**src/rtl/rc_lowpass_with_invalid_samples_top_macros.svh**
```systemverilog
// Assertion macros shared by the low-pass filter RTL.
// Needs a clock named clock and a synchronous reset named reset in the using module.
`ifndef RC_LOWPASS_WITH_INVALID_SAMPLES_TOP_MACROS_SVH
`define RC_LOWPASS_WITH_INVALID_SAMPLES_TOP_MACROS_SVH

// Property must hold at every clock edge outside reset.
`define RCLP_ASSERT(label, prop, msg) \
   label: assert property (@(posedge clock) disable iff (reset) prop) else $error(msg);

// Condition must never be true outside reset.
`define RCLP_NEVER(label, cond, msg) \
   label: assert property (@(posedge clock) disable iff (reset) !(cond)) else $error(msg);

`endif

```
**src/rtl/rclp_pkg.sv**
```systemverilog
// Types and constants of the RC low-pass filter with sample valid flags.
// No dependencies; used by rclp_alu, rclp_core and the top level.
package rclp_pkg;

   // Width of the shared adder; holds the remainder of the alpha division.
   localparam int ALU_W    = 64;
   localparam int CNT_W    = 5;
   localparam int OPB_W    = 32;
   localparam int CUTOFF_W = 20;
   localparam int TSTEP_W  = 20;

   // round(2*pi*2^19)
   localparam int TWO_PI_W = 22;
   localparam logic [TWO_PI_W-1:0] TWO_PI_Q19 = 22'd3294199;

   // 1e8 * 2^19: one second in microseconds times centihertz, in Q19.
   localparam logic [ALU_W-1:0] DEN_BASE = 64'd52428800000000;

   typedef enum logic [3:0] {
      ST_IDLE,
      ST_MUL_CT,
      ST_MUL_K,
      ST_DEN,
      ST_DIV,
      ST_DIFF,
      ST_NEG,
      ST_SCALE,
      ST_UPD,
      ST_DONE
   } core_state_type;

   typedef struct packed {
      logic idle;
      logic done;
   } core_stat_type;

   typedef struct packed {
      logic [ALU_W-1:0] a;
      logic [ALU_W-1:0] b;
      logic             sub;
   } alu_op_type;

endpackage

```
**src/rtl/rc_lowpass_with_invalid_samples_top.sv**
```systemverilog
// Top level of the first-order RC low-pass filter with sample valid flags.
// Depends on rclp_pkg, rclp_core (with rclp_alu) and the assertion macro header.
//
// Usage:
//   Each req_ transaction carries a signed Q16.16 sample, its valid flag (low stands
//   for NaN) and the time since the previous sample in microseconds. Each one yields
//   exactly one rsp_ transaction with the new smoothed value and its valid flag.
//   The csr_ channel writes the cutoff frequency in 0.01 Hz; zero bypasses the
//   filter. It is always ready and should only be written while no transaction is
//   in flight.
//   When filtering, alpha = w/(1+w) with w = 2*pi*fc*dt is formed by one shared
//   64-bit adder: 20 steps for cutoff times time step, 22 steps for the 2*pi
//   constant, one quotient bit per step of the division, and one alpha bit per
//   step of the scaling multiply. req_ready returns together with rsp_valid, so
//   no new sample is taken before the last result is in the output register.
//   A bypassed or invalid sample goes straight from idle to the done state.
//   The result sits in an output register; a stalled receiver holds it there
//   while the next sample is already being worked on, and the core waits only
//   when it finishes with the register still full.
//   Synchronous reset clears the cutoff to zero and marks the stored value invalid,
//   so the first valid sample after reset passes straight through.
`include "rc_lowpass_with_invalid_samples_top_macros.svh"

module rc_lowpass_with_invalid_samples_top #(
   parameter int SAMPLE_WIDTH        = 32,
   parameter int ALPHA_FRACTION_BITS = 24
) (
   input  logic                                  clock,
   input  logic                                  reset,
   input  logic                                  req_valid,
   output logic                                  req_ready,
   input  logic signed [SAMPLE_WIDTH-1:0]        req_sample,
   input  logic                                  req_sample_valid,
   input  logic [rclp_pkg::TSTEP_W-1:0]          req_time_step_us,
   output logic                                  rsp_valid,
   input  logic                                  rsp_ready,
   output logic signed [SAMPLE_WIDTH-1:0]        rsp_filtered,
   output logic                                  rsp_filtered_valid,
   input  logic                                  csr_valid,
   output logic                                  csr_ready,
   input  logic [rclp_pkg::CUTOFF_W-1:0]         csr_cutoff_centihertz
);

   logic [rclp_pkg::CUTOFF_W-1:0]  cutoff_ff, cutoff_in;
   logic                           rsp_valid_ff, rsp_valid_in;
   logic signed [SAMPLE_WIDTH-1:0] rsp_filtered_ff, rsp_filtered_in;
   logic                           rsp_filtered_valid_ff, rsp_filtered_valid_in;

   rclp_pkg::core_stat_type        stat;
   logic                           start;
   logic                           out_free;
   logic                           load_rsp;
   logic signed [SAMPLE_WIDTH-1:0] core_filtered;
   logic                           core_filtered_valid;

   // The output register is free when empty or being drained this cycle.
   assign out_free  = !rsp_valid_ff || rsp_ready;
   assign start     = req_valid && stat.idle;
   assign load_rsp  = stat.done && out_free;
   assign req_ready = stat.idle;
   assign csr_ready = 1'b1;

   rclp_core #(
      .SAMPLE_WIDTH        (SAMPLE_WIDTH),
      .ALPHA_FRACTION_BITS (ALPHA_FRACTION_BITS)
   ) u_core (
      .clock          (clock),
      .reset          (reset),
      .start          (start),
      .sample         (req_sample),
      .sample_valid   (req_sample_valid),
      .time_step_us   (req_time_step_us),
      .cutoff         (cutoff_ff),
      .out_free       (out_free),
      .stat           (stat),
      .filtered       (core_filtered),
      .filtered_valid (core_filtered_valid)
   );

   always_comb begin
      cutoff_in             = csr_valid ? csr_cutoff_centihertz : cutoff_ff;
      rsp_valid_in          = rsp_valid_ff;
      rsp_filtered_in       = rsp_filtered_ff;
      rsp_filtered_valid_in = rsp_filtered_valid_ff;
      if (load_rsp) begin
         rsp_valid_in          = 1'b1;
         rsp_filtered_in       = core_filtered;
         rsp_filtered_valid_in = core_filtered_valid;
      end else if (rsp_ready) begin
         rsp_valid_in = 1'b0;
      end
   end

   always_ff @(posedge clock) begin
      if (reset) begin
         cutoff_ff    <= '0;
         rsp_valid_ff <= 1'b0;
      end else begin
         cutoff_ff    <= cutoff_in;
         rsp_valid_ff <= rsp_valid_in;
      end
   end

   always_ff @(posedge clock) begin
      rsp_filtered_ff       <= rsp_filtered_in;
      rsp_filtered_valid_ff <= rsp_filtered_valid_in;
   end

   assign rsp_valid          = rsp_valid_ff;
   assign rsp_filtered       = rsp_filtered_ff;
   assign rsp_filtered_valid = rsp_filtered_valid_ff;

   `RCLP_ASSERT(a_accept_busy, (req_valid && req_ready) |=> !req_ready, "core did not go busy after accept")
   `RCLP_ASSERT(a_invalid_rsp_zero, (rsp_valid && !rsp_filtered_valid) |-> rsp_filtered == '0, "invalid result carries nonzero value")
   `RCLP_NEVER(a_no_overwrite, stat.done && rsp_valid_ff && !rsp_ready && !$stable(rsp_filtered_ff), "pending result overwritten")

endmodule

```
**src/rtl/rclp_alu.sv**
```systemverilog
// Shared add/subtract unit of the low-pass filter sequencer.
// Depends on rclp_pkg. Bit ALU_W of the result is the carry; on subtract it means a >= b.
module rclp_alu (
   input  rclp_pkg::alu_op_type         op,
   output logic [rclp_pkg::ALU_W:0]     res
);

   logic [rclp_pkg::ALU_W-1:0] b_eff;

   assign b_eff = op.sub ? ~op.b : op.b;
   assign res   = {1'b0, op.a} + {1'b0, b_eff} + {{rclp_pkg::ALU_W{1'b0}}, op.sub};

endmodule

```
**src/rtl/rclp_core.sv**
```systemverilog
// Sequencer and datapath registers of the low-pass filter, around one shared adder.
// Depends on rclp_pkg, rclp_alu and the assertion macro header.
`include "rc_lowpass_with_invalid_samples_top_macros.svh"

module rclp_core #(
   parameter int SAMPLE_WIDTH        = 32,
   parameter int ALPHA_FRACTION_BITS = 24
) (
   input  logic                                  clock,
   input  logic                                  reset,
   input  logic                                  start,
   input  logic signed [SAMPLE_WIDTH-1:0]        sample,
   input  logic                                  sample_valid,
   input  logic [rclp_pkg::TSTEP_W-1:0]          time_step_us,
   input  logic [rclp_pkg::CUTOFF_W-1:0]         cutoff,
   input  logic                                  out_free,
   output rclp_pkg::core_stat_type               stat,
   output logic signed [SAMPLE_WIDTH-1:0]        filtered,
   output logic                                  filtered_valid
);

   localparam int AW = rclp_pkg::ALU_W;
   localparam int SW = SAMPLE_WIDTH;

   rclp_pkg::core_state_type state_ff, state_in;
   logic [AW-1:0]                  acc_ff, acc_in;
   logic [AW-1:0]                  opa_ff, opa_in;
   logic [rclp_pkg::OPB_W-1:0]     opb_ff, opb_in;
   logic [rclp_pkg::CNT_W-1:0]     cnt_ff, cnt_in;
   logic                           neg_ff, neg_in;
   logic signed [SW-1:0]           x_ff, x_in;
   logic signed [SW-1:0]           y_ff, y_in;
   logic                           yv_ff, yv_in;

   rclp_pkg::alu_op_type           alu_op;
   logic [AW:0]                    alu_res;
   logic                           bypass;
   logic [AW-1:0]                  x_ext, y_ext;

   rclp_alu u_alu (
      .op  (alu_op),
      .res (alu_res)
   );

   assign bypass = (cutoff == '0) || !yv_ff;
   assign x_ext  = {{(AW-SW){x_ff[SW-1]}}, x_ff};
   assign y_ext  = {{(AW-SW){y_ff[SW-1]}}, y_ff};

   // Next state.
   always_comb begin
      state_in = state_ff;
      case (state_ff)
         rclp_pkg::ST_IDLE: begin
            if (start) begin
               if (bypass || !sample_valid) begin
                  state_in = rclp_pkg::ST_DONE;
               end else begin
                  state_in = rclp_pkg::ST_MUL_CT;
               end
            end
         end
         rclp_pkg::ST_MUL_CT: begin
            if (cnt_ff == '0) state_in = rclp_pkg::ST_MUL_K;
         end
         rclp_pkg::ST_MUL_K: begin
            if (cnt_ff == '0) state_in = rclp_pkg::ST_DEN;
         end
         rclp_pkg::ST_DEN:   state_in = rclp_pkg::ST_DIV;
         rclp_pkg::ST_DIV: begin
            if (cnt_ff == '0) state_in = rclp_pkg::ST_DIFF;
         end
         rclp_pkg::ST_DIFF:  state_in = rclp_pkg::ST_NEG;
         rclp_pkg::ST_NEG:   state_in = rclp_pkg::ST_SCALE;
         rclp_pkg::ST_SCALE: begin
            if (cnt_ff == '0) state_in = rclp_pkg::ST_UPD;
         end
         rclp_pkg::ST_UPD:   state_in = rclp_pkg::ST_DONE;
         rclp_pkg::ST_DONE: begin
            if (out_free) state_in = rclp_pkg::ST_IDLE;
         end
         default:            state_in = rclp_pkg::ST_IDLE;
      endcase
   end

   // Datapath control and adder operand selection.
   always_comb begin
      acc_in     = acc_ff;
      opa_in     = opa_ff;
      opb_in     = opb_ff;
      cnt_in     = cnt_ff;
      neg_in     = neg_ff;
      x_in       = x_ff;
      y_in       = y_ff;
      yv_in      = yv_ff;
      alu_op.a   = acc_ff;
      alu_op.b   = '0;
      alu_op.sub = 1'b0;
      case (state_ff)
         rclp_pkg::ST_IDLE: begin
            if (start) begin
               x_in   = sample;
               acc_in = '0;
               opa_in = {{(AW-rclp_pkg::CUTOFF_W){1'b0}}, cutoff};
               opb_in = {time_step_us, {(rclp_pkg::OPB_W-rclp_pkg::TSTEP_W){1'b0}}};
               cnt_in = rclp_pkg::CNT_W'(rclp_pkg::TSTEP_W - 1);
               if (bypass) begin
                  y_in  = sample_valid ? sample : '0;
                  yv_in = sample_valid;
               end else if (!sample_valid) begin
                  y_in  = '0;
                  yv_in = 1'b0;
               end
            end
         end
         rclp_pkg::ST_MUL_CT: begin
            // cutoff * time step, time step bits taken MSB first
            alu_op.a = {acc_ff[AW-2:0], 1'b0};
            alu_op.b = opb_ff[rclp_pkg::OPB_W-1] ? opa_ff : '0;
            acc_in   = alu_res[AW-1:0];
            opb_in   = {opb_ff[rclp_pkg::OPB_W-2:0], 1'b0};
            cnt_in   = cnt_ff - rclp_pkg::CNT_W'(1);
            if (cnt_ff == '0) begin
               opa_in = alu_res[AW-1:0];
               acc_in = '0;
               cnt_in = rclp_pkg::CNT_W'(rclp_pkg::TWO_PI_W - 1);
            end
         end
         rclp_pkg::ST_MUL_K: begin
            // times 2*pi in Q19, constant bits taken MSB first
            alu_op.a = {acc_ff[AW-2:0], 1'b0};
            alu_op.b = rclp_pkg::TWO_PI_Q19[cnt_ff] ? opa_ff : '0;
            acc_in   = alu_res[AW-1:0];
            cnt_in   = cnt_ff - rclp_pkg::CNT_W'(1);
         end
         rclp_pkg::ST_DEN: begin
            alu_op.b = rclp_pkg::DEN_BASE;
            opa_in   = alu_res[AW-1:0];
            opb_in   = '0;
            cnt_in   = rclp_pkg::CNT_W'(ALPHA_FRACTION_BITS - 1);
         end
         rclp_pkg::ST_DIV: begin
            // Restoring division, one quotient bit per cycle.
            alu_op.a   = {acc_ff[AW-2:0], 1'b0};
            alu_op.b   = opa_ff;
            alu_op.sub = 1'b1;
            acc_in     = alu_res[AW] ? alu_res[AW-1:0] : {acc_ff[AW-2:0], 1'b0};
            opb_in     = {opb_ff[rclp_pkg::OPB_W-2:0], alu_res[AW]};
            cnt_in     = cnt_ff - rclp_pkg::CNT_W'(1);
         end
         rclp_pkg::ST_DIFF: begin
            alu_op.a   = x_ext;
            alu_op.b   = y_ext;
            alu_op.sub = 1'b1;
            acc_in     = alu_res[AW-1:0];
            neg_in     = alu_res[AW-1];
         end
         rclp_pkg::ST_NEG: begin
            alu_op.a   = '0;
            alu_op.b   = acc_ff;
            alu_op.sub = 1'b1;
            opa_in     = neg_ff ? alu_res[AW-1:0] : acc_ff;
            acc_in     = '0;
            cnt_in     = rclp_pkg::CNT_W'(ALPHA_FRACTION_BITS - 1);
         end
         rclp_pkg::ST_SCALE: begin
            // Right-shifting multiply keeps only floor(alpha * |x - y| / 2^F).
            alu_op.b = opb_ff[0] ? opa_ff : '0;
            acc_in   = alu_res[AW:1];
            opb_in   = {1'b0, opb_ff[rclp_pkg::OPB_W-1:1]};
            cnt_in   = cnt_ff - rclp_pkg::CNT_W'(1);
         end
         rclp_pkg::ST_UPD: begin
            alu_op.a   = y_ext;
            alu_op.b   = acc_ff;
            alu_op.sub = neg_ff;
            y_in       = alu_res[SW-1:0];
         end
         rclp_pkg::ST_DONE: begin
         end
         default: begin
         end
      endcase
   end

   always_ff @(posedge clock) begin
      if (reset) begin
         state_ff <= rclp_pkg::ST_IDLE;
         y_ff     <= '0;
         yv_ff    <= 1'b0;
      end else begin
         state_ff <= state_in;
         y_ff     <= y_in;
         yv_ff    <= yv_in;
      end
   end

   always_ff @(posedge clock) begin
      acc_ff <= acc_in;
      opa_ff <= opa_in;
      opb_ff <= opb_in;
      cnt_ff <= cnt_in;
      neg_ff <= neg_in;
      x_ff   <= x_in;
   end

   assign stat.idle      = (state_ff == rclp_pkg::ST_IDLE);
   assign stat.done      = (state_ff == rclp_pkg::ST_DONE);
   assign filtered       = y_ff;
   assign filtered_valid = yv_ff;

   `RCLP_ASSERT(a_invalid_is_zero, !yv_ff |-> y_ff == '0, "invalid smoothed value is not zero")
   `RCLP_ASSERT(a_step_bounded, state_ff == rclp_pkg::ST_UPD |-> acc_ff <= opa_ff, "update step exceeds difference")
   `RCLP_ASSERT(a_done_holds, (state_ff == rclp_pkg::ST_DONE && !out_free) |=> state_ff == rclp_pkg::ST_DONE, "result dropped while output busy")
   `RCLP_NEVER(a_start_busy, start && state_ff != rclp_pkg::ST_IDLE, "start while sequencer busy")

endmodule

```
**config.mk**
```make
export PLATFORM = sky130hd
export DESIGN_NAME = rc_lowpass_with_invalid_samples_top
export DESIGN_NICKNAME = d
export VERILOG_FILES = /design/src/rtl/rclp_pkg.sv /design/src/rtl/rc_lowpass_with_invalid_samples_top.sv /design/src/rtl/rclp_alu.sv /design/src/rtl/rclp_core.sv
export VERILOG_INCLUDE_DIRS = /design/src /design/src/rtl
export SDC_FILE = /design/constraint.sdc
export NUM_CORES = 1
export LEC_CHECK = 0
export BUFFER_PORTS_ARGS = -buffer_cell sky130_fd_sc_hd__buf_4
export CORE_ASPECT_RATIO = 1.1
export CORE_MARGIN = 2
export CORE_UTILIZATION = 25
export CTS_CLUSTER_SIZE = 40
export DETAILED_ROUTE_END_ITERATION = 6
export SYNTH_ARGS = -nofsm -noshare
export SYNTH_HDL_FRONTEND = slang
export SYNTH_SLANG_ARGS = --single-unit
```
**constraint.sdc**
```tcl
create_clock -name clock -period 10.75 [get_ports clock]
set_clock_uncertainty 0.15 [all_clocks]
set_input_delay 3.225 -clock clock [delete_from_list [all_inputs] [get_ports clock]]
set_output_delay 3.225 -clock clock [all_outputs]
set_load 0.05 [all_outputs]
```
After elaboration in Yosys (flattened, before gate mapping)

Memory sizes are Yosys's and may differ from the RTL's. A register that Yosys moved wholly into a read port is not among the register bits.
Cells that the tools add are included.

Register bits after elaboration: 289
Bits in read-only memories: 32
Input port bits: 78
Output and inout port bits: 36
Word-level logic and storage cells: 106
Memories: 1

Memory list:

| name             | depth | width | read ports | clocked after Yosys merged registers in | wr ports | line             | text |
|---|---|---|---|---|---|---|---|
| (name not given) | 32    | 1     | 1          | 1                                       | 0        | rclp_core.sv:131 | `alu_op.b = rclp_pkg::TWO_PI_Q19[cnt_ff] ? opa_ff : '0;` |

$add $sub $neg: 3
Magnitude comparators: 1
Eq/ne operators: 17
Muxes and demuxes: 39
Bitwise operators: 1
Reductions and logical operators: 31

Operators with widths:

| cell                                                       | count |
|---|---|
| 2-to-1 mux 64 bit                                          | 10 |
| case mux 64 bit (4 select lines)                           | 2 |
| case mux 64 bit (7 select lines)                           | 1 |
| case mux 64 bit (6 select lines)                           | 1 |
| 2-to-1 mux 32 bit                                          | 5 |
| case mux 32 bit (5 select lines)                           | 1 |
| adder 64 x 64 -> 65 bit                                    | 1 |
| adder 65 x 1 -> 65 bit                                     | 1 |
| NOT 64 bit                                                 | 1 |
| case mux 32 bit (2 select lines)                           | 1 |
| case mux 4 bit (10 select lines)                           | 1 |
| 2-to-1 mux 4 bit                                           | 7 |
| logical NOT 20 bit                                         | 1 |
| case mux 5 bit (4 select lines)                            | 1 |
| equality test 4 x 3 -> 1 bit, second input constant        | 4 |
| 2-to-1 mux 5 bit                                           | 3 |
| inequality test 2 x 1 -> 1 bit, second input constant      | 7 |
| AND reduction 3 bit                                        | 3 |
| OR reduction 3 bit                                         | 3 |
| equality test 4 x 2 -> 1 bit, second input constant        | 2 |
| equality test 4 bit, second input constant                 | 2 |
| AND reduction 2 bit                                        | 4 |
| nonzero test 4 bit                                         | 2 |
| less-than comparator 5 x 6 -> 1 bit, second input constant | 1 |
| other kinds (15)                                           | 27 |

Logic depth before layout (Yosys ltp)

Depth after elaboration: 10
Mapped depth: 22
Gate-level depth less buffers: 18

Hierarchy

Synthesis repeated with hierarchy kept, for this count alone.

Cell total of the unflattened synthesis: 1860
Area, all modules: 18938.2 um2

Modules (own cells, without submodules):

| module                              | times used | cells each | area each (um2) | seq. area each (um2) |
|---|---|---|---|---|
| rclp_core                           | 1          | 1085       | 12589.6         | 6706.4 |
| rclp_alu                            | 1          | 670        | 4593.2          | 0.0 |
| rc_lowpass_with_invalid_samples_top | 1          | 105        | 1755.4          | 1411.4 |

Least setup slack after synthesis

Ideal clock, no wire load.

Kind: input to register
Start point: input port req_valid
End point: register u_core.opa_ff[0] (enable)
Data arrival time: 6.247 ns
Required time: 10.114 ns
Setup slack: 3.867 ns
Stages: 3
Cell sequence: a21oi_1 > o32a_1 > nor2_1

Longest elaborated chain between the ends: 3

Ends and longest elaborated chain:

| element                                  | line                                      | text |
|---|---|---|
| from (decl)                              | rc_lowpass_with_invalid_samples_top.sv:30 | `input logic req_valid,` |
| logical AND 1 bit                        | rc_lowpass_with_invalid_samples_top.sv:58 | `assign start = req_valid && stat.idle;` |
| inequality test 2 x 1 -> 1 bit (no line) | --                                        |  |
| AND reduction 3 bit (no line)            | --                                        |  |
| to (signal assigned)                     | rclp_core.sv:199                          | `opa_ff <= opa_in;` |
| to (decl)                                | rclp_core.sv:27                           | `logic [AW-1:0] opa_ff, opa_in;` |

Every way passes these cells.
A chain may end at the register's enable or synchronous reset.

Final worst setup path

Start point: register u_core.state_ff[1]
End point: register u_core.acc_ff[30] (data pin)

Longest elaborated chain between the ends: 9
Elaborated cells between the ends (all ways): 23
Those cells by class: add/sub (2); eq/ne (8); mux (7); bitwise (1); reduce/logical (5)

Ends and longest elaborated chain:

| element                                                                    | line                               | text |
|---|---|---|
| from (decl)                                                                | rclp_core.sv:25                    | `rclp_pkg::core_state_type state_ff, state_in;` |
| from (signal assigned)                                                     | rclp_core.sv:187                   | `state_ff <= rclp_pkg::ST_IDLE;` |
| from (signal assigned)                                                     | rclp_core.sv:191                   | `state_ff <= state_in;` |
| equality test 4 x 3 -> 1 bit / equality test 4 bit (equally long branches) | rclp_core.sv:98                    | `case (state_ff)` |
| OR reduction 2 bit (no line)                                               | --                                 |  |
| case mux 64 bit (7 select lines)                                           | rclp_core.sv:98                    |  |
| NOT 64 bit                                                                 | rclp_alu.sv:10                     | `assign b_eff = op.sub ? ~op.b : op.b;` |
| 2-to-1 mux 64 bit                                                          | rclp_alu.sv:10                     |  |
| adder 64 x 64 -> 65 bit                                                    | rclp_alu.sv:11                     | `assign res = {1'b0, op.a} + {1'b0, b_eff} + {{rclp_pkg::ALU_W{1'b0}}, op.sub};` |
| adder 65 x 1 -> 65 bit                                                     | rclp_alu.sv:11                     |  |
| 2-to-1 mux 64 bit, on equally long branches                                | rclp_core.sv:146, rclp_core.sv:122 |  |
| case mux 64 bit (6 select lines) *                                         | rclp_core.sv:98                    |  |
| via u_core.acc_in[30]                                                      | rclp_core.sv:26                    | `logic [AW-1:0] acc_ff, acc_in;` |
| to (signal assigned)                                                       | rclp_core.sv:198                   | `acc_ff <= acc_in;` |
| to (decl)                                                                  | rclp_core.sv:26                    |  |

The timed path passes the listed nets; every way through them passes the cells marked *.

==> insert_results.sql <==
INSERT INTO impl_metrics (metric_group, metric, value, unit) VALUES
('global_routing', 'grt_pass1_vias', '16691', ''),
('worst_setup_path', 'cp_slowest_stage_delay', '0.84', 'ns'),
('placement', 'placement.io_buffers', '112', ''),
('floorplan', 'initial_core_util', '0.2517', ''),
('worst_setup_path', 'reg2reg_slack', '3.29', 'ns'),
('detailed_routing', 'drc_errors', '10', ''),
('yosys', 'synth_enable_flop_cells', '231', ''),
('worst_setup_path', 'worst_setup_path_start_kind', 'flip-flop', ''),
('timing', 'report.final.hold_viol_count', '0', ''),
('cts', 'cts_setup_buffers', '0', ''),
('yosys', 'postSynthCellCount', '2090', ''),
('yosys', 'synthesis.nets', '2233', ''),
('worst_setup_path', 'worst_r2r_endpoint', 'u_core.acc_ff[30]$_DFFE_PP_', ''),
('cts', 'clock_tree_from_tritoncts', 'done', ''),
('status', 'violations', 'DRC', ''),
('finish', 'multi_input_gate_area', '10480', 'um^2'),
('floorplan', 'pin_count', '114', ''),
('finish', 'area.growth.synth_to_final', '16.19', '%'),
('detailed_routing', 'route.detailed.wl_per_inst', '20.89', 'um'),
('worst_setup_path', 'most_common_cell_on_crit_path', 'sky130_fd_sc_hd__buf_4', ''),
('floorplan', 'fp.dieH', '296.5', 'um'),
('yosys', 'async_reset_ff_frac', '0', ''),
('cts', 'cts.sinks', '290', ''),
('finish', 'postLayoutCoreUtil', '0.2925', ''),
('yosys', 'synthesis.area', '19440', 'um^2'),
('finish', 'fillCellCount', '8110', ''),
('cts', 'clock_insertion_delay_worst_skew', '0.56', 'ns'),
('worst_setup_path', 'worst-endpoint-required', '10.91', 'ns'),
('yosys', 'synth_warnings', '0', ''),
('finish', 'final-instance-count-excl-fill', '3173', ''),
('finish', 'antennaDiodeCount', '0', ''),
('worst_setup_path', 'critical_path_arrival', '7.61', 'ns'),
('global_routing', 'maximum_number_of_pins_on_one_net_before_global_route_repair', '73', ''),
('floorplan', 'dieArea', '80030', 'um^2'),
('placement', 'gpl.final_weighted_congestion', '0.9305', ''),
('worst_setup_path', 'cp-end-kind', 'flip-flop', ''),
('detailed_routing', 'drt-initial-drc-count', '2064', ''),
('finish', 'final_layout_size_suffix_gt1_frac', '0.1239', ''),
('cts', 'path_clk_slew', '0.06', 'ns'),
('worst_setup_path', 'timing.critical_path.cells', 'nor4b_2, buf_4, a32oi_2, clkinv_2, buf_4, or2_4, nand2_1, inv_1, fa_1, a211o_1, a21o_1, o211ai_1, a311o_1, a211oi_2, o21ai_1, a21oi_2, a31o_1, buf_4, a222oi_1, inv_1', ''),
('flow_run', 'timing.max_cap.violations', '0', ''),
('status', 'run_status', 'finished, violations left', ''),
('detailed_routing', 'dr_total_vias', '17501', ''),
('worst_setup_path', 'crit_fanout', '64', ''),
('yosys', 'synthesis.area_per_instance', '9.304', 'um^2'),
('cts', 'ctsResizeCount', '0', ''),
('cts', 'hold_buffers', '0', ''),
('timing', 'timing.fmax', '134.1', 'MHz'),
('cts', 'clock_tree.buffer_depth', '3', ''),
('finish', 'fin_nets', '2253', ''),
('detailed_routing', 'post_drt_via_cell_ratio', '5.516', ''),
('detailed_routing', 'first_pass_iters', '7', ''),
('yosys', 'synth.cells.most_frequent', 'sky130_fd_sc_hd__edfxtp_1, sky130_fd_sc_hd__nor2_1, sky130_fd_sc_hd__nand2_1', ''),
('cts', 'root_buffer', 'sky130_fd_sc_hd__clkbuf_16', ''),
('cts', 'tritoncts.num_buffers', '37', ''),
('floorplan', 'rows', '107', ''),
('global_routing', 'grt_antenna_before_repair', '1', ''),
('timing', 'setup_viol', '0', ''),
('yosys', 'yosysTopAreaCell', 'sky130_fd_sc_hd__edfxtp_1', ''),
('global_routing', 'grt_pass1_wl', '101300', 'um'),
('yosys', 'yosys_most_used_dff', 'sky130_fd_sc_hd__edfxtp_1', ''),
('placement', 'dp_hpwl', '44770', 'um'),
('global_routing', 'grt_util_all_layers', '0.1596', ''),
('global_routing', 'grt.overflow.total', '0', ''),
('timing', 'relSlewSlack', '0.1911', ''),
('timing', 'shortest_clock_period_the_worst_path_allows_after_layout', '7.455', 'ns'),
('worst_setup_path', 'timing.critical_path.slowest_stage_cell', 'sky130_fd_sc_hd__dfxtp_1', ''),
('min_path', 'launch_point_of_the_worst_hold_path', 'u_core.filtered_valid$_SDFFE_PP0P_', ''),
('timing', 'final.setup.tns', '0', 'ns'),
('yosys', 'post-synth-top-count-cell', 'sky130_fd_sc_hd__edfxtp_1', ''),
('yosys', 'yosysUniqueCellTypes', '95', '');
-- critical path: cells and delay by family, from the launching register on --
kind / cells / cell delay, ns
buffers and inverters: 6 / 2.21
and+or+nand+nor: 3 / 0.55
AOI/OAI and AO/OA: 10 / 2.93
adders and majority gates: 1 / 0.48
DFF: 1 / 0.84
-- state kept, by name, summed over array words and instances, names as in the netlist, named ones only --
signal and cells:
rsp_filtered_valid 1, u_core.neg_ff 1, u_core.cnt_ff 5, u_core.opb_ff 32, u_core.filtered_valid 1, u_core.state_ff 4, u_core.opa_ff 64, cutoff_ff 20
rsp_filtered 32, u_core.acc_ff 64, rsp_valid 1, u_core.filtered 32, u_core.x_ff 32
-- logic make-up (layout without fill, tap and decap cells) --
kind of cell / after synthesis / in the layout / share of synthesized area
AOI/OAI and AO/OA: 768 / 768 / 0.2812
muxes: 56 / 56 / 0.02889
other: 1 / 1 / 0.0001929
xor gates and xnor gates: 119 / 119 / 0.05437
DFF: 290 / 290 / 0.4175
adders and majority gates: 65 / 65 / 0.04221
buffers and inverters: 242 / 290 / 0.04929
and+or+nand+nor: 549 / 549 / 0.1264
-- cell type report --
type / instances / share of cell area
flip-flops and latches: 290 / 0.3593
multi-input cells: 1558 / 0.4638
repair buffers: 147 / 0.04885
inverters: 76 / 0.01268
clock buffers: 43 / 0.04469
well taps: 1035 / 0.05732
clock inverters: 24 / 0.01340
-- per-stage QoR --
stage                     instance area, um^2  hold slack [ns]  setup WS (ns)
after global routing                    22590           0.3466          2.807
after CTS                               22590           0.3303          3.355
after detailed placement                21280           0.3177          3.390
after floorplan                         19440           0.2735          3.867
after global placement                  21280           0.3116          3.488
final                                   22590           0.3296          3.295
-- metal layers --
layer  up-vias  wire (um)  GRT usage
li1       8117          -          -
met1      8552      28590     0.2084
met2       725      31130     0.2694
met3       107       4558    0.02397
met4         0       2007    0.05434
met5         -          0          0
-- how the worst min path moves through the flow --
stage	end	slack [ns]	cells after the start
3_5_place_dp	rsp_filtered_valid$_DFFE_PP_	0.32	0
5_1_grt	rsp_filtered_valid$_DFFE_PP_	0.35	0
3_3_place_gp	rsp_filtered_valid$_DFFE_PP_	0.31	0
6_report	rsp_filtered_valid$_DFFE_PP_	0.33	0
2_1_floorplan	rsp_filtered_valid$_DFFE_PP_	0.27	0
4_1_cts	rsp_filtered_valid$_DFFE_PP_	0.33	0
-- cell usage in the layout (no fill, tap or decap), types with 16 or more instances in the layout --
cell type,instances
sky130_fd_sc_hd__a222oi_1,104
sky130_fd_sc_hd__inv_1,73
sky130_fd_sc_hd__a21o_1,24
sky130_fd_sc_hd__xor2_1,22
sky130_fd_sc_hd__edfxtp_1,231
sky130_fd_sc_hd__buf_4,147
sky130_fd_sc_hd__dfxtp_1,59
sky130_fd_sc_hd__ha_1,64
sky130_fd_sc_hd__a211oi_1,38
sky130_fd_sc_hd__nand4_1,25
sky130_fd_sc_hd__nor3_1,25
sky130_fd_sc_hd__o221ai_1,16
sky130_fd_sc_hd__o21ai_0,110
sky130_fd_sc_hd__o21ai_1,27
sky130_fd_sc_hd__o211ai_1,16
sky130_fd_sc_hd__a221oi_1,35
sky130_fd_sc_hd__o21bai_1,20
sky130_fd_sc_hd__a22oi_1,74
sky130_fd_sc_hd__nand2_1,183
sky130_fd_sc_hd__nand3_1,19
sky130_fd_sc_hd__nor2_1,205
sky130_fd_sc_hd__clkbuf_16,38
sky130_fd_sc_hd__mux2i_1,55
sky130_fd_sc_hd__xnor2_1,95
sky130_fd_sc_hd__a21oi_1,179
Power is not shown: default switching activity piles up to over one toggle a cycle in this logic, so the estimate is an artifact.
